[config.mk]
export PLATFORM = sky130hd
export DESIGN_NAME = tree_network_next_hop
export DESIGN_NICKNAME = d
export VERILOG_FILES = /design/src/rtl/core/tnnh_pkg.sv /design/src/rtl/core/tnnh_div.sv /design/src/rtl/core/tnnh_ctrl.sv /design/src/rtl/core/tnnh_dp.sv /design/src/rtl/core/tree_network_next_hop.sv
export SDC_FILE = /design/constraint.sdc
export NUM_CORES = 1
export LEC_CHECK = 0
export BUFFER_PORTS_ARGS = -buffer_cell sky130_fd_sc_hd__buf_2
export CORE_MARGIN = 10
export CORE_UTILIZATION = 35
export DETAILED_ROUTE_END_ITERATION = 10
export GPL_TIMING_DRIVEN = 1
export PLACE_DENSITY = 0.53
export SLEW_MARGIN = 15
export SYNTH_ARGS = -nofsm -noshare
export SYNTH_HDL_FRONTEND = slang
export SYNTH_SLANG_ARGS = --single-unit
[constraint.sdc]
create_clock -name aclk -period 4.7 [get_ports aclk]
set_input_delay 1.41 -clock aclk [delete_from_list [all_inputs] [get_ports aclk]]
set_output_delay 1.41 -clock aclk [all_outputs]
set_load 0.05 [all_outputs]
[src/rtl/core/tnnh_pkg.sv]
package tnnh_pkg;

    localparam int ID_W       = 16;
    localparam int MAX_LEVELS = 4;
    localparam int SIZE_REGS  = 4;
    localparam int LVL_W      = 2;
    localparam int CNT_W      = 3;
    localparam int OFFS_W     = 18;
    localparam int ADDR_W     = 5;

    localparam logic [2:0] REG_LEVEL_COUNT = 3'd0;
    localparam logic [2:0] REG_LEAF_SIZE   = 3'd1;
    localparam logic [2:0] REG_SECOND_SIZE = 3'd2;
    localparam logic [2:0] REG_THIRD_SIZE  = 3'd3;
    localparam logic [2:0] REG_FOURTH_SIZE = 3'd4;

    typedef enum logic [1:0] {
        DIR_UP         = 2'd0,
        DIR_HORIZONTAL = 2'd1,
        DIR_DOWN       = 2'd2
    } dir_t;

    typedef enum logic [1:0] {
        ST_ROUTED       = 2'd0,
        ST_AT_DEST      = 2'd1,
        ST_OUT_OF_RANGE = 2'd2
    } status_t;

    typedef enum logic [1:0] {
        DIV_FAN = 2'd0,
        DIV_A   = 2'd1,
        DIV_B   = 2'd2
    } div_op_t;

    typedef enum logic [2:0] {
        S_IDLE,
        S_CHECK,
        S_FAN,
        S_FAN_WAIT,
        S_RANGE,
        S_CLIMB,
        S_CLIMB_WAIT,
        S_FINISH
    } state_t;

    typedef struct packed {
        logic    load_in;
        logic    fan_init;
        logic    div_start;
        div_op_t div_op;
        logic    div_store;
        logic    set_err;
        logic    set_same;
        logic    setup;
        logic    lt_inc;
        logic    out_load;
    } cmd_t;

    typedef struct packed {
        logic early_bad;
        logic fan_more;
        logic fan_bad;
        logic range_bad;
        logic same;
        logic need_a;
        logic need_b;
        logic can_climb;
        logic div_done;
        logic out_free;
    } sts_t;

endpackage

[src/rtl/core/tnnh_div.sv]
module tnnh_div
    import tnnh_pkg::*;
(
    input  logic            aclk,
    input  logic            aresetn,
    input  logic            start,
    input  logic [ID_W-1:0] num,
    input  logic [ID_W-1:0] den,
    output logic            busy,
    output logic            done,
    output logic [ID_W-1:0] quo,
    output logic [ID_W-1:0] rem
);

    localparam int DCNT_W = $clog2(ID_W + 1);

    logic [ID_W-1:0]   quo_reg, quo_next;
    logic [ID_W-1:0]   rem_reg, rem_next;
    logic [ID_W-1:0]   den_reg, den_next;
    logic [DCNT_W-1:0] cnt_reg, cnt_next;
    logic              busy_reg, busy_next;
    logic              done_reg, done_next;
    logic [ID_W:0]     trial;

    // One quotient bit per cycle, restoring form.
    always_comb begin
        quo_next  = quo_reg;
        rem_next  = rem_reg;
        den_next  = den_reg;
        cnt_next  = cnt_reg;
        busy_next = busy_reg;
        done_next = 1'b0;
        trial     = {rem_reg, quo_reg[ID_W-1]};
        if (start) begin
            quo_next  = num;
            rem_next  = '0;
            den_next  = den;
            cnt_next  = DCNT_W'(ID_W);
            busy_next = 1'b1;
        end else if (busy_reg) begin
            if (trial >= {1'b0, den_reg}) begin
                rem_next = ID_W'(trial - {1'b0, den_reg});
                quo_next = {quo_reg[ID_W-2:0], 1'b1};
            end else begin
                rem_next = trial[ID_W-1:0];
                quo_next = {quo_reg[ID_W-2:0], 1'b0};
            end
            cnt_next = cnt_reg - 1'b1;
            if (cnt_reg == DCNT_W'(1)) begin
                busy_next = 1'b0;
                done_next = 1'b1;
            end
        end
    end

    always_ff @(posedge aclk) begin
        quo_reg <= quo_next;
        rem_reg <= rem_next;
        den_reg <= den_next;
        cnt_reg <= cnt_next;
        if (!aresetn) begin
            busy_reg <= 1'b0;
            done_reg <= 1'b0;
        end else begin
            busy_reg <= busy_next;
            done_reg <= done_next;
        end
    end

    assign busy = busy_reg;
    assign done = done_reg;
    assign quo  = quo_reg;
    assign rem  = rem_reg;

endmodule

[src/rtl/core/tnnh_ctrl.sv]
module tnnh_ctrl
    import tnnh_pkg::*;
(
    input  logic aclk,
    input  logic aresetn,
    input  logic s_tvalid,
    output logic s_tready,
    input  sts_t sts,
    output cmd_t cmd
);

    state_t state_reg, state_next;

    always_ff @(posedge aclk) begin
        if (!aresetn) begin
            state_reg <= S_IDLE;
        end else begin
            state_reg <= state_next;
        end
    end

    always_comb begin
        state_next = state_reg;
        cmd        = '0;
        cmd.div_op = DIV_FAN;
        s_tready   = 1'b0;
        case (state_reg)
            S_IDLE: begin
                s_tready = 1'b1;
                if (s_tvalid) begin
                    cmd.load_in = 1'b1;
                    state_next  = S_CHECK;
                end
            end
            S_CHECK: begin
                cmd.fan_init = 1'b1;
                if (sts.early_bad) begin
                    cmd.set_err = 1'b1;
                    state_next  = S_FINISH;
                end else begin
                    state_next = S_FAN;
                end
            end
            S_FAN: begin
                if (sts.fan_bad) begin
                    cmd.set_err = 1'b1;
                    state_next  = S_FINISH;
                end else if (sts.fan_more) begin
                    cmd.div_start = 1'b1;
                    cmd.div_op    = DIV_FAN;
                    state_next    = S_FAN_WAIT;
                end else begin
                    state_next = S_RANGE;
                end
            end
            S_FAN_WAIT: begin
                if (sts.div_done) begin
                    cmd.div_store = 1'b1;
                    state_next    = S_FAN;
                end
            end
            S_RANGE: begin
                if (sts.range_bad) begin
                    cmd.set_err = 1'b1;
                    state_next  = S_FINISH;
                end else if (sts.same) begin
                    cmd.set_same = 1'b1;
                    state_next   = S_FINISH;
                end else begin
                    cmd.setup  = 1'b1;
                    state_next = S_CLIMB;
                end
            end
            S_CLIMB: begin
                if (sts.need_a) begin
                    cmd.div_start = 1'b1;
                    cmd.div_op    = DIV_A;
                    state_next    = S_CLIMB_WAIT;
                end else if (sts.need_b) begin
                    cmd.div_start = 1'b1;
                    cmd.div_op    = DIV_B;
                    state_next    = S_CLIMB_WAIT;
                end else if (sts.can_climb) begin
                    cmd.lt_inc = 1'b1;
                end else begin
                    state_next = S_FINISH;
                end
            end
            S_CLIMB_WAIT: begin
                if (sts.div_done) begin
                    cmd.div_store = 1'b1;
                    state_next    = S_CLIMB;
                end
            end
            S_FINISH: begin
                if (sts.out_free) begin
                    cmd.out_load = 1'b1;
                    state_next   = S_IDLE;
                end
            end
            default: begin
                state_next = S_IDLE;
            end
        endcase
    end

endmodule

[src/rtl/core/tnnh_dp.sv]
module tnnh_dp
    import tnnh_pkg::*;
(
    input  logic                           aclk,
    input  logic                           aresetn,
    input  logic [CNT_W-1:0]               cfg_level_count,
    input  logic [SIZE_REGS-1:0][ID_W-1:0] cfg_size,
    input  logic [2*ID_W-1:0]              s_tdata,
    input  cmd_t                           cmd,
    output sts_t                           sts,
    output logic                           m_tvalid,
    input  logic                           m_tready,
    output logic [2*ID_W-1:0]              m_tdata,
    output logic [3:0]                     m_tuser
);

    logic [ID_W-1:0]   cur_reg, dst_reg;
    logic [OFFS_W-1:0] offs_reg [SIZE_REGS+1];
    logic [OFFS_W-1:0] offs_next [SIZE_REGS+1];
    logic [ID_W-1:0]   fsh_reg [SIZE_REGS];
    logic [ID_W-1:0]   fan_reg [SIZE_REGS];
    logic [LVL_W-1:0]  fan_l_reg;
    logic              fan_bad_reg;
    div_op_t           op_reg;
    logic [ID_W-1:0]   a_reg, b_reg, parent_reg, child_reg, prem_reg;
    logic [LVL_W-1:0]  la_reg, lb_reg, lt_reg, lc_reg;
    status_t           kind_reg;
    logic              out_valid_reg;
    logic [ID_W-1:0]   out_nxt_reg, out_pos_reg;
    dir_t              out_dir_reg;
    status_t           out_st_reg;

    logic              n_ok;
    logic [LVL_W-1:0]  root;
    logic [OFFS_W-1:0] total;
    logic [LVL_W-1:0]  lc, ld;
    logic [ID_W-1:0]   div_num, div_den, div_quo, div_rem;
    logic              div_busy, div_done;
    logic [OFFS_W-1:0] nxt_wide;
    logic [ID_W-1:0]   res_nxt, res_pos;
    dir_t              res_dir;

    function automatic logic [LVL_W-1:0] level_of(input logic [ID_W-1:0] id,
                                                  input logic [CNT_W-1:0] n,
                                                  input logic [OFFS_W-1:0] o1,
                                                  input logic [OFFS_W-1:0] o2,
                                                  input logic [OFFS_W-1:0] o3);
        logic [LVL_W-1:0] l;
        l = '0;
        if (n > CNT_W'(1) && {2'b00, id} >= o1) l = LVL_W'(1);
        if (n > CNT_W'(2) && {2'b00, id} >= o2) l = LVL_W'(2);
        if (n > CNT_W'(3) && {2'b00, id} >= o3) l = LVL_W'(3);
        return l;
    endfunction

    assign n_ok = (cfg_level_count >= CNT_W'(1)) && (cfg_level_count <= CNT_W'(MAX_LEVELS));
    assign root = LVL_W'(cfg_level_count - CNT_W'(1));

    // Level start offsets follow the sizes; they settle long before they are read.
    always_comb begin
        offs_next[0] = '0;
        for (int l = 1; l <= SIZE_REGS; l++) begin
            offs_next[l] = offs_next[l-1] + OFFS_W'(cfg_size[l-1]);
        end
    end

    always_comb begin
        case (cfg_level_count)
            CNT_W'(1): total = offs_reg[1];
            CNT_W'(2): total = offs_reg[2];
            CNT_W'(3): total = offs_reg[3];
            CNT_W'(4): total = offs_reg[4];
            default:   total = '0;
        endcase
    end

    assign lc = level_of(cur_reg, cfg_level_count, offs_reg[1], offs_reg[2], offs_reg[3]);
    assign ld = level_of(dst_reg, cfg_level_count, offs_reg[1], offs_reg[2], offs_reg[3]);

    always_comb begin
        sts.early_bad = !n_ok;
        for (int l = 0; l < SIZE_REGS; l++) begin
            if (CNT_W'(l) < cfg_level_count && cfg_size[l] == '0) begin
                sts.early_bad = 1'b1;
            end
        end
        sts.fan_more  = ({1'b0, fan_l_reg} + CNT_W'(1)) < cfg_level_count;
        sts.fan_bad   = fan_bad_reg;
        sts.range_bad = (total > OFFS_W'(1 << ID_W)) || ({2'b00, cur_reg} >= total)
                        || ({2'b00, dst_reg} >= total);
        sts.same      = cur_reg == dst_reg;
        sts.need_a    = la_reg < lt_reg;
        sts.need_b    = lb_reg < lt_reg;
        sts.can_climb = (a_reg != b_reg) && (lt_reg < root);
        sts.div_done  = div_done;
        sts.out_free  = !out_valid_reg || m_tready;
    end

    // The shared divider serves fanouts first and then both ancestor climbs.
    always_comb begin
        case (cmd.div_op)
            DIV_A: begin
                div_num = a_reg;
                div_den = fan_reg[la_reg];
            end
            DIV_B: begin
                div_num = b_reg;
                div_den = fan_reg[lb_reg];
            end
            default: begin
                div_num = fsh_reg[0];
                div_den = fsh_reg[1];
            end
        endcase
    end

    tnnh_div u_div (
        .aclk    (aclk),
        .aresetn (aresetn),
        .start   (cmd.div_start),
        .num     (div_num),
        .den     (div_den),
        .busy    (div_busy),
        .done    (div_done),
        .quo     (div_quo),
        .rem     (div_rem)
    );

    always_comb begin
        nxt_wide = '0;
        res_dir  = DIR_UP;
        res_pos  = '0;
        case (kind_reg)
            ST_ROUTED: begin
                if (lt_reg != lc_reg) begin
                    nxt_wide = offs_reg[{1'b0, lc_reg} + CNT_W'(1)] + OFFS_W'(parent_reg);
                end else if (a_reg != b_reg) begin
                    nxt_wide = offs_reg[{1'b0, root}] + OFFS_W'(b_reg);
                    res_dir  = DIR_HORIZONTAL;
                    res_pos  = b_reg;
                end else begin
                    nxt_wide = offs_reg[{1'b0, lc_reg - LVL_W'(1)}] + OFFS_W'(child_reg);
                    res_dir  = DIR_DOWN;
                    res_pos  = prem_reg;
                end
            end
            ST_AT_DEST: nxt_wide = OFFS_W'(cur_reg);
            default:    nxt_wide = '0;
        endcase
        res_nxt = nxt_wide[ID_W-1:0];
    end

    always_ff @(posedge aclk) begin
        for (int l = 0; l <= SIZE_REGS; l++) begin
            offs_reg[l] <= offs_next[l];
        end
        if (cmd.load_in) begin
            cur_reg <= s_tdata[ID_W-1:0];
            dst_reg <= s_tdata[2*ID_W-1:ID_W];
        end
        if (cmd.fan_init) begin
            for (int l = 0; l < SIZE_REGS; l++) begin
                fsh_reg[l] <= cfg_size[l];
            end
            fan_l_reg   <= '0;
            fan_bad_reg <= 1'b0;
        end
        if (cmd.div_start) begin
            op_reg <= cmd.div_op;
        end
        if (cmd.div_store) begin
            case (op_reg)
                DIV_A: begin
                    if (la_reg == lc_reg) parent_reg <= div_quo;
                    a_reg  <= div_quo;
                    la_reg <= la_reg + LVL_W'(1);
                end
                DIV_B: begin
                    if ({1'b0, lb_reg} + CNT_W'(1) == {1'b0, lc_reg}) begin
                        child_reg <= b_reg;
                        prem_reg  <= div_rem;
                    end
                    b_reg  <= div_quo;
                    lb_reg <= lb_reg + LVL_W'(1);
                end
                default: begin
                    fan_reg[fan_l_reg] <= div_quo;
                    if (div_rem != '0) fan_bad_reg <= 1'b1;
                    fan_l_reg <= fan_l_reg + LVL_W'(1);
                    for (int l = 0; l < SIZE_REGS - 1; l++) begin
                        fsh_reg[l] <= fsh_reg[l+1];
                    end
                end
            endcase
        end
        if (cmd.setup) begin
            lc_reg   <= lc;
            la_reg   <= lc;
            lb_reg   <= ld;
            lt_reg   <= (lc > ld) ? lc : ld;
            a_reg    <= ID_W'({2'b00, cur_reg} - offs_reg[{1'b0, lc}]);
            b_reg    <= ID_W'({2'b00, dst_reg} - offs_reg[{1'b0, ld}]);
            kind_reg <= ST_ROUTED;
        end
        if (cmd.set_err)  kind_reg <= ST_OUT_OF_RANGE;
        if (cmd.set_same) kind_reg <= ST_AT_DEST;
        if (cmd.lt_inc)   lt_reg <= lt_reg + LVL_W'(1);
        if (cmd.out_load) begin
            out_nxt_reg <= res_nxt;
            out_dir_reg <= res_dir;
            out_pos_reg <= res_pos;
            out_st_reg  <= kind_reg;
        end
        if (!aresetn) begin
            out_valid_reg <= 1'b0;
        end else if (cmd.out_load) begin
            out_valid_reg <= 1'b1;
        end else if (m_tready) begin
            out_valid_reg <= 1'b0;
        end
    end

    assign m_tvalid = out_valid_reg;
    assign m_tdata  = {out_pos_reg, out_nxt_reg};
    assign m_tuser  = {out_st_reg, out_dir_reg};

    a_no_overwrite: assert property (@(posedge aclk) disable iff (!aresetn)
        cmd.out_load |-> (!out_valid_reg || m_tready))
        else $error("result overwritten before it was taken");

    a_div_idle: assert property (@(posedge aclk) disable iff (!aresetn)
        cmd.div_start |-> !div_busy)
        else $error("divider started while busy");

    a_store_done: assert property (@(posedge aclk) disable iff (!aresetn)
        cmd.div_store |-> div_done)
        else $error("quotient stored before divider finished");

    a_down_level: assert property (@(posedge aclk) disable iff (!aresetn)
        (cmd.out_load && kind_reg == ST_ROUTED && lt_reg == lc_reg && a_reg == b_reg)
        |-> lc_reg != '0)
        else $error("down route taken from the leaf level");

endmodule

[src/rtl/core/tree_network_next_hop.sv]
// Channel   Direction  Handshake          Payload
// s_        in         s_tvalid/s_tready  current_router, destination_router
// m_        out        m_tvalid/m_tready  next_router, port_position; tuser: direction, status
// cfg       in         APB write/read     level_count, four level sizes
//
// One item at a time. An item whose configuration fails the first checks makes no divider
// pass; otherwise every fanout and every ancestor step is a pass through the single shared
// divider, up to nine passes per item at four levels.
// Reset is synchronous and active low; it clears the controller, divider and output valid.
// A finished result waits in the output register; the next item is taken meanwhile and
// its result waits until the register is free.
module tree_network_next_hop
    import tnnh_pkg::*;
(
    input  logic              aclk,
    input  logic              aresetn,
    input  logic              s_tvalid,
    output logic              s_tready,
    input  logic [31:0]       s_tdata,   // current_router, destination_router
    output logic              m_tvalid,
    input  logic              m_tready,
    output logic [31:0]       m_tdata,   // next_router, port_position
    output logic [3:0]        m_tuser,   // port_direction, route_status
    input  logic              psel,
    input  logic              penable,
    input  logic              pwrite,
    input  logic [ADDR_W-1:0] paddr,
    input  logic [31:0]       pwdata,
    output logic [31:0]       prdata,
    output logic              pready
);

    logic [CNT_W-1:0]               level_count_reg;
    logic [SIZE_REGS-1:0][ID_W-1:0] size_reg;
    logic                           wr_en;
    cmd_t                           cmd;
    sts_t                           sts;

    assign pready = 1'b1;
    assign wr_en  = psel && penable && pwrite && pready;

    always_ff @(posedge aclk) begin
        if (!aresetn) begin
            level_count_reg <= CNT_W'(1);
            for (int l = 0; l < SIZE_REGS; l++) begin
                size_reg[l] <= ID_W'(1);
            end
        end else if (wr_en) begin
            case (paddr[4:2])
                REG_LEVEL_COUNT: level_count_reg <= pwdata[CNT_W-1:0];
                REG_LEAF_SIZE:   size_reg[0] <= pwdata[ID_W-1:0];
                REG_SECOND_SIZE: size_reg[1] <= pwdata[ID_W-1:0];
                REG_THIRD_SIZE:  size_reg[2] <= pwdata[ID_W-1:0];
                REG_FOURTH_SIZE: size_reg[3] <= pwdata[ID_W-1:0];
                default: ;
            endcase
        end
    end

    always_comb begin
        case (paddr[4:2])
            REG_LEVEL_COUNT: prdata = 32'(level_count_reg);
            REG_LEAF_SIZE:   prdata = 32'(size_reg[0]);
            REG_SECOND_SIZE: prdata = 32'(size_reg[1]);
            REG_THIRD_SIZE:  prdata = 32'(size_reg[2]);
            REG_FOURTH_SIZE: prdata = 32'(size_reg[3]);
            default:         prdata = '0;
        endcase
    end

    tnnh_ctrl u_ctrl (
        .aclk     (aclk),
        .aresetn  (aresetn),
        .s_tvalid (s_tvalid),
        .s_tready (s_tready),
        .sts      (sts),
        .cmd      (cmd)
    );

    tnnh_dp u_dp (
        .aclk            (aclk),
        .aresetn         (aresetn),
        .cfg_level_count (level_count_reg),
        .cfg_size        (size_reg),
        .s_tdata         (s_tdata),
        .cmd             (cmd),
        .sts             (sts),
        .m_tvalid        (m_tvalid),
        .m_tready        (m_tready),
        .m_tdata         (m_tdata),
        .m_tuser         (m_tuser)
    );

endmodule

# ---- Word level (Yosys, flattened, before mapping)
# Memory sizes are Yosys's and may differ from the RTL's. A register that Yosys moved wholly into a read port is not among the register bits.
# Cells that the tools add are included.
dict set report totals {
  n_memories 3
  wordCells 264
  ramBits 218
  output_inout_bits 71
  inputBits 76
  ff_bits 289
}
dict set report op_classes {
  eq_ne 31
  reduce_logical 48
  n_lt_le_gt_ge 24
  n_addsub 19
  bitwise 6
  n_mux 101
}
# memory depth width read_ports rd_clocked_by_memory_dff wr line_no
set memory_table {}
lappend memory_table {u_dp.offs_reg 5 18 9 0 5 tnnh_dp.sv:18} ;# logic [OFFS_W-1:0] offs_reg [SIZE_REGS+1];
lappend memory_table {u_dp.fan_reg 4 16 2 2 1 tnnh_dp.sv:21} ;# logic [ID_W-1:0] fan_reg [SIZE_REGS];
lappend memory_table {u_dp.fsh_reg 4 16 4 0 4 tnnh_dp.sv:20} ;# logic [ID_W-1:0] fsh_reg [SIZE_REGS];
# cell n
set op_table {}
lappend op_table {{2-to-1 mux 16 bit} 15}
lappend op_table {{greater-or-equal comparator 16 x 18 -> 1 bit} 8}
lappend op_table {{one-hot mux 16 bit (2 select lines)} 3}
lappend op_table {{one-hot mux 16 bit (5 select lines)} 1}
lappend op_table {{one-hot mux 18 bit (4 select lines)} 1}
lappend op_table {{zero test 16 bit} 4}
lappend op_table {{2-to-1 mux 2 bit} 25}
lappend op_table {{adder 16 bit} 3}
lappend op_table {{subtractor 16 bit} 3}
lappend op_table {{2-to-1 mux 3 bit} 14}
lappend op_table {{2-to-1 mux 1 bit} 39}
lappend op_table {{adder 18 x 16 -> 18 bit} 2}
lappend op_table {{one-hot mux 3 bit (8 select lines)} 1}
lappend op_table {{== test 3 x 2 -> 1 bit, second input constant} 6}
lappend op_table {{== test 3 bit, second input constant} 6}
lappend op_table {{greater-than comparator 18 x 17 -> 1 bit, second input constant} 1}
lappend op_table {{adder 16 x 16 -> 17 bit} 1}
lappend op_table {{greater-or-equal comparator 17 x 16 -> 1 bit} 1}
lappend op_table {{== test 16 bit} 1}
lappend op_table {{inequality test 16 bit} 1}
lappend op_table {{nonzero test 16 bit} 1}
lappend op_table {{logical AND 1 bit} 14}
lappend op_table {{AND reduction 2 bit} 7}
lappend op_table {{nonzero test 2 bit} 7}
lappend op_table {{35 further kinds} 64}

# ---- Logic depth before layout (Yosys ltp)
# Gate-level depths: netlist of run 1.
dict set report logic_depth {
  depth_word 10
  mapped_depth 24
  depth_no_buf 24
}

# ---- Modules after synthesis
# A second synthesis of run 1 with hierarchy kept.
dict set report unflattened {
  hier_cells 3094
  hier_area_um2 31620.3
}
# mod area_per_inst_um2 cells_per_inst seq_area_each_um2 n_inst
set modules_own_cells {}
lappend modules_own_cells {tnnh_dp 24803.8 2374 10169.8 1}
lappend modules_own_cells {tnnh_div 3231.8 319 1421.4 1}
lappend modules_own_cells {tree_network_next_hop 3168.0 339 1341.3 1}
lappend modules_own_cells {tnnh_ctrl 416.6 62 60.1 1}

# ---- Worst setup path after synthesis of run 1
# No wires, ideal clock.
dict set report synth_timing {
  path_kind {flip-flop to flip-flop}
  startpoint {reg size_reg[0] (netlist bit)}
  endpoint {mem u_dp.offs_reg[4][16]}
  required_time_ns 4.570
  path_buffers 0
  setup_time_ns 0.130
  stages_incl_launch_ff 21
  arrival_time_ns 4.778
  synth_period_minus_slack_ns 4.907
  setup_slack_ns -0.207
  path_cell_list {dfxtp_1 > ha_1 > fa_1 > a211oi_1 > o21bai_1 > a21oi_1 > xnor2_1 > ha_1 > a21oi_1 > nor2b_1 > or3_1 > o221a_2 > o211ai_1 > and2_1 > xnor2_1 > ha_1 > a21o_1 > or4_1 > a31o_2 > a21oi_1 > xnor3_1}
}
# item line_no
set synth_rtl {}
lappend synth_rtl {{start, declared} tree_network_next_hop.sv:34} ;# logic [SIZE_REGS-1:0][ID_W-1:0] size_reg;
lappend synth_rtl {{end, declared} tnnh_dp.sv:18}

==> results of run 1 <==
==> placed cells by master, fill, tap and decap left out, types with 32 or more instances in the layout <==
cell type	netlist	layout
buf_4	17	457
buf_2	7	111
xnor2_1	90	85
nand3_1	41	41
mux2_2	66	66
o21ai_0	218	180
mux4_2	32	32
nor2_1	166	162
a21oi_1	197	181
inv_1	143	141
o21a_1	33	32
edfxtp_1	318	318
clkbuf_16	0	60
nor3_1	51	44
xor2_1	61	60
nand2_1	336	334
mux2i_1	96	96
dfxtp_1	172	160
a21boi_0	57	56
ha_1	287	275
a21o_1	51	51
nor2b_1	48	44
a22oi_1	58	57
==> tightest hold or removal path: stages (launching register included) <==
cell and delay, ns:
dfxtp_1 0.34, xnor2_1 0.07, nand2_1 0.06
==> through the flow <==
step                TNS (ns)  power (mW)  hold WS, ns  setup WS (ns)  instance area [sq um]
global placement      -3.644       9.460       0.4883        -0.4600                  36080
detailed placement    -5.202       9.500       0.4903        -0.4810                  36080
finish               -0.5402       14.27       0.5011        -0.2879                  38840
CTS                  -0.3962       14.20       0.4987        -0.1583                  38390
global route          -1.684       14.91       0.5236        -0.4304                  38840
floorplan            -0.1063       7.797       0.3857        -0.1063                  31200
==> power breakdown <==
| part | total, mW | switching (mW) | internal [mW] |
|---|---|---|---|
| Sequential | 5.63 | 0.472 | 5.16 |
| Clock | 4.62 | 1.92 | 2.70 |
| Combinational | 4.01 | 2.32 | 1.69 |
==> layout make-up <==
class                           count  area share (%)
Tap cell                         1165           3.752
Antenna cell                        1        0.006442
Clock inverter                     21          0.6442
Sequential cell                   490           33.49
Clock buffer                       81           4.403
Multi-Input combinational cell   2323           45.29
Timing Repair Buffer              589           11.02
Inverter                          145           1.401
==> per-layer routing <==
| layer | up-vias | GRT usage [%] | part of all wire [%] |
|---|---|---|---|
| li1 | 12520 | - | - |
| met1 | 12900 | 30.67 | 45 |
| met2 | 922 | 34.11 | 44 |
| met3 | 217 | 3.339 | 6.9 |
| met4 | 0 | 8.622 | 4.3 |
| met5 | - | 0 | 0 |
==> worst min path at each step <==
stage / startpoint / endpoint / slack [ns]
after floorplan: size_reg[14] / u_dp.offs_reg[1][14] / 0.39
after global routing: size_reg[4] / u_dp.offs_reg[1][4] / 0.52
after detailed placement: u_dp.u_div.cnt_reg[1] / u_dp.u_div.cnt_reg[1] / 0.49
after CTS: u_dp.u_div.cnt_reg[1] / u_dp.u_div.cnt_reg[1] / 0.50
after global placement: u_dp.u_div.cnt_reg[1] / u_dp.u_div.cnt_reg[1] / 0.49
final: u_dp.u_div.cnt_reg[4] / u_dp.u_div.cnt_reg[4] / 0.50
==> kinds of logic (layout without fill, tap and decap cells) <==
logic type / Yosys count / in the layout / share of synthesized area, %
xor+xnor: 153 / 153 / 4.397
compound gates: 847 / 847 / 17.70
simple gates: 814 / 814 / 12.24
buf+inv: 292 / 836 / 3.854
mux: 196 / 196 / 7.892
other cells: 2 / 18 / 0.02415
flops: 490 / 490 / 41.77
fa+ha+maj: 296 / 296 / 12.12
==> timing repair <==
action	CTS	global route
setup buffers	20	10
gates cloned	0	0
setup endpoints to repair	21	59
pin swaps	35	36
resized for setup	61	91
hold buffers	0	0
==> reports/metrics.cfg, run 1 <==
[critical_path]
ff2ff_path_depth = 20
worstSetupEndpointType = register
slowest_stage = or4_4
cp-startpoint = size_reg[0]
cp.arrival_ns = 5.51
crit_buf_inv = 0
cpPeakStageDelay_ns = 0.50
r2r_slack_ns = -0.29
critical_path.top_delay_family = compound AO/OA/AOI/OAI gates
crit_path_start_kind = register
worstPathCellList = ha_4 > fa_2 > a211oi_2 > o21bai_1 > a21oi_1 > xnor2_1 > ha_1 > a21oi_2 > nor2b_1 > or3_1 > o221a_4 > o211ai_1 > and2_4 > xnor2_2 > ha_1 > a21o_1 > or4_4 > a31o_4 > a21oi_2 > xnor3_1
required_ns = 5.22
worstPathMaxFanout = 2
cp.depth = 20
regToRegStartpoint = size_reg[0]
r2r_end = u_dp.offs_reg[4][16]
endpoint = u_dp.offs_reg[4][16]
crit_type = register to register

[clock_tree]
clockBufferDepth = 3
cts_root_buf = clkbuf_16
cts_buffers = 56
htree_num_levels = 2
clk_pin_slew_ns = 0.06
clock_sinks = 490
clk_latency_ns = 0.66
cts_tree = built

[pwr]
p_leak_nw = 15.64
power_density_mw_per_mm2 = 367.3
peakVddDrop_mv = 0.3075

[synthesis]
synthArstFlopShare_pct = 0
syn_inst = 3090
yosysMostFrequentCell = nand2_1
synth_commonest_cells = nand2_1, edfxtp_1, ha_1, o21ai_0, a21oi_1
synth_top_area_share_pct = 30.70
yosys.area.top_type = edfxtp_1
syn_area_sq_mm = 0.03110
synth_edf_count = 318
ys.flop_type = edfxtp_1
synthDistinctLibCells = 84
synth-seq-cells = 490
yosysSeqAreaShare_pct = 41.77
synth.area.top_cells = edfxtp_1, ha_1, dfxtp_1
yosys_warnings = 0
avgSynthCellArea_sq_um = 10.07

[sta]
clock_skew_ns = 0.03206
setup_viol = 5
slew_headroom_pct = 26.65
finalCriticalPeriod_ns = 4.988
tightest_slew_ns = 1.094
fmax_mhz = 200.5
slew_violations = 0
rsz0062_at_grt = yes
finalWorstSetupSlack_ns = -0.2879
period_share_pct = 106.1
hold_viol = 0

[status]
violations = setup timing
status = finished with violations

[hold_path]
whs_path_depth = 2
min_path_type = register to register

[detailed_routing]
routedWlPerCell_um = 24.41
num_vias = 26560
routed_wl_um = 117500
antenna_left = 0
via_per_inst = 5.515
drcViolationCount = 0
drtIter0Drc = 2437
dr.pass1.iters = 8

[grt]
grt_pass1_vias = 25430
grt_pass1_wl_um = 169600
grt_max_degree = 54
antenna_found_initial = 1
grt-ovfl-total = 0
grtUsageTotal_pct = 22.08

[place]
place_inst = 4684
dp_hpwl_um = 91810
port_buffers = 111
place_congestion = 0.9772

[die]
die_width_um = 318.1
die_y_um = 318.1
die-area_sq_mm = 0.1012
num_rows = 109
core_sq_mm = 0.08824
start_util_pct = 35.25
ios = 147

[cells_and_area]
n_fill_cell = 8469
layout.cells.non_filler = 4815
layout-area-overhead-vs-synth_pct = 24.89
nets = 3977
drive_above_1_share_pct = 25.24
largest_reg_flops = 69
register_area_sq_mm = 0.01301
post-route-util_pct = 44.02
multi_input_area_sq_mm = 0.01759

[run]
drv_cap = 0

Note: power is estimated with default switching activity, not from simulation.
==> run 2, diff against run 1 <==
RECOVER_POWER = 50   (was unset)
SLEW_MARGIN = 20   (was 15)
==> reports/metrics.cfg, run 2 (same netlist as run 1, synthesis figures left out) <==
[pwr]
clockPowerShare_pct = 32.4  ; about the same
p_leak_nw = 15.56  ; was 15.64 nW
combinationalPowerShare_pct = 28.1  ; about the same
internal_power_mw = 9.552  ; was 9.556 mW
finalPower_mw = 14.26  ; was 14.27 mW
switching_power_mw = 4.712  ; was 4.711 mW
sw_frac_of_total_pct = 33.03  ; was 33.02%
peakVddDrop_mv = 0.3080  ; was 0.3075 mV
power_density_mw_per_mm2 = 367.8  ; was 367.3 mW/mm^2
p_seq_share_pct = 39.5  ; about the same

[die]
die_width_um = 318.1  ; unchanged
num_rows = 109  ; unchanged
core_sq_mm = 0.08824  ; unchanged
die_y_um = 318.1  ; unchanged
ios = 147  ; unchanged
start_util_pct = 35.25  ; unchanged
die-area_sq_mm = 0.1012  ; unchanged

[cells_and_area]
drive_above_1_share_pct = 24.69  ; was 25.24%
final_common_cell = buf_4  ; unchanged
post-route-util_pct = 43.95  ; was 44.02%
mostFrequentLayoutCells = buf_4, nand2_1, edfxtp_1  ; unchanged
nets = 3977  ; unchanged
layout-area-overhead-vs-synth_pct = 24.67  ; was 24.89%
register_area_sq_mm = 0.01301  ; unchanged
multi_input_area_sq_mm = 0.01759  ; unchanged
largest_reg_flops = 69  ; unchanged
n_fill_cell = 8485  ; was 8469
diodes = 0  ; was 1

[sta]
tightest_slew_ns = 1.126  ; was 1.094 ns
slew_headroom_pct = 24.52  ; was 26.65%
slew_violations = 0  ; unchanged
whs_ns = 0.5011  ; about the same
clock_skew_ns = 0.03299  ; was 0.03206 ns
fmax_mhz = 199.5  ; was 200.5 MHz
setup_viol = 5  ; unchanged
hold_viol = 0  ; unchanged
period_share_pct = 106.6  ; was 106.1%
finalWorstSetupSlack_ns = -0.3118  ; was -0.2879 ns
finalCriticalPeriod_ns = 5.012  ; was 4.988 ns
rsz0062_at_grt = yes  ; unchanged

[status]
violations = setup timing  ; unchanged
status = finished with violations  ; unchanged

[grt]
grt_pass1_vias = 25430  ; unchanged
grt_max_degree = 54  ; unchanged
grtUsageTotal_pct = 22.08  ; unchanged
grt-ovfl-total = 0  ; unchanged
grt_pass1_wl_um = 169600  ; unchanged
antenna_found_initial = 1  ; unchanged

[clock_tree]
clockBufferDepth = 3  ; unchanged
htree_num_levels = 2  ; unchanged
cts_buffers = 56  ; unchanged
clk_latency_ns = 0.66  ; about the same
clock_sinks = 490  ; unchanged
clk_pin_slew_ns = 0.06  ; about the same
cts_root_buf = clkbuf_16  ; unchanged
cts_tree = built  ; unchanged

[detailed_routing]
via_per_inst = 5.542  ; was 5.515
drtIter0Drc = 2435  ; was 2437
routed_wl_um = 117700  ; was 117500 um
antenna_left = 0  ; unchanged
drcViolationCount = 0  ; unchanged
dr.pass1.iters = 8  ; unchanged
routedWlPerCell_um = 24.45  ; was 24.41 um
num_vias = 26680  ; was 26560

[run]
drv_cap = 0  ; unchanged

[critical_path]
worstPathMaxFanout = 2  ; unchanged
crit_type = register to register  ; unchanged
crit_path_start_kind = register  ; unchanged
required_ns = 5.22  ; about the same
ff2ff_path_depth = 20  ; unchanged
cp.arrival_ns = 5.53  ; was 5.51 ns
worstSetupEndpointType = register  ; unchanged

[hold_path]
whs_path_depth = 2  ; unchanged
min_path_type = register to register  ; unchanged

[place]
port_buffers = 111  ; unchanged
place_congestion = 0.9772  ; unchanged
dp_hpwl_um = 91810  ; unchanged

==> run 2: metrics by stage <==
stage	std cells	setup WS (ns)	TNS [ns]	area (sq um)
3_5_place_dp	4684	-0.4810	-5.202	36080
2_1_floorplan	3105	-0.1063	-0.1063	31200
3_3_place_gp	4684	-0.4600	-3.644	36080
6_report	4814	-0.3118	-0.6337	38780
4_1_cts	4805	-0.1583	-0.3962	38390
5_1_grt	4814	-0.4304	-1.684	38780
==> run 2: power groups by stage <==
| stage | Sequential [mW] | Clock [mW] | Combinational, mW |
|---|---|---|---|
| floorplan | 5.52 | 0 | 2.27 |
| global placement | 5.72 | 0 | 3.74 |
| detailed placement | 5.73 | 0 | 3.77 |
| CTS | 5.63 | 4.69 | 3.87 |
| global route | 5.67 | 4.85 | 4.38 |
| finish | 5.64 | 4.62 | 4.01 |
==> run 2: final cells by class <==
cell class              count  area share (%)
repair buffers            589           10.87
clock inverters            21          0.6453
clock buffers              81           4.411
multi-input cells        2323           45.37
flip-flops and latches    490           33.54
inverters                 145           1.404
well taps                1165           3.759
==> run 2: worst max-delay path, stage by stage (launching register included) <==
cell	delay (ns)
dfxtp_2	0.33
ha_4	0.16
fa_2	0.35
a211oi_2	0.27
o21bai_1	0.14
a21oi_1	0.19
xnor2_1	0.20
ha_1	0.32
a21oi_2	0.13
nor2b_1	0.06
or3_1	0.34
o221a_4	0.24
o211ai_1	0.29
and2_4	0.22
xnor2_2	0.11
ha_1	0.27
a21o_1	0.18
or4_4	0.50
a31o_4	0.25
a21oi_2	0.13
xnor3_1	0.21
==> run 2: final timing paths <==
check	from	to	slack (ns)
max reg2reg	size_reg[0]	u_dp.offs_reg[4][16]	-0.31
min reg2reg	u_dp.u_div.cnt_reg[4]	u_dp.u_div.cnt_reg[4]	0.50
min	u_dp.u_div.cnt_reg[4]	u_dp.u_div.cnt_reg[4]	0.50
max	size_reg[0]	u_dp.offs_reg[4][16]	-0.31
==> run 2: layer usage <==
metal	track usage [%]	vias up	share of wire [%]
met1	30.67	12920	45
met5	0	-	0
met4	8.622	0	4.2
li1	-	12530	-
met2	34.11	1019	44
met3	3.339	215	7.2
==> run 2: what timing repair did <==
action	CTS	global route
resized for setup	61	91
setup endpoints to repair	21	59
cloned	0	0
pin swaps	35	36
hold buffers	0	0
buffers inserted	20	10
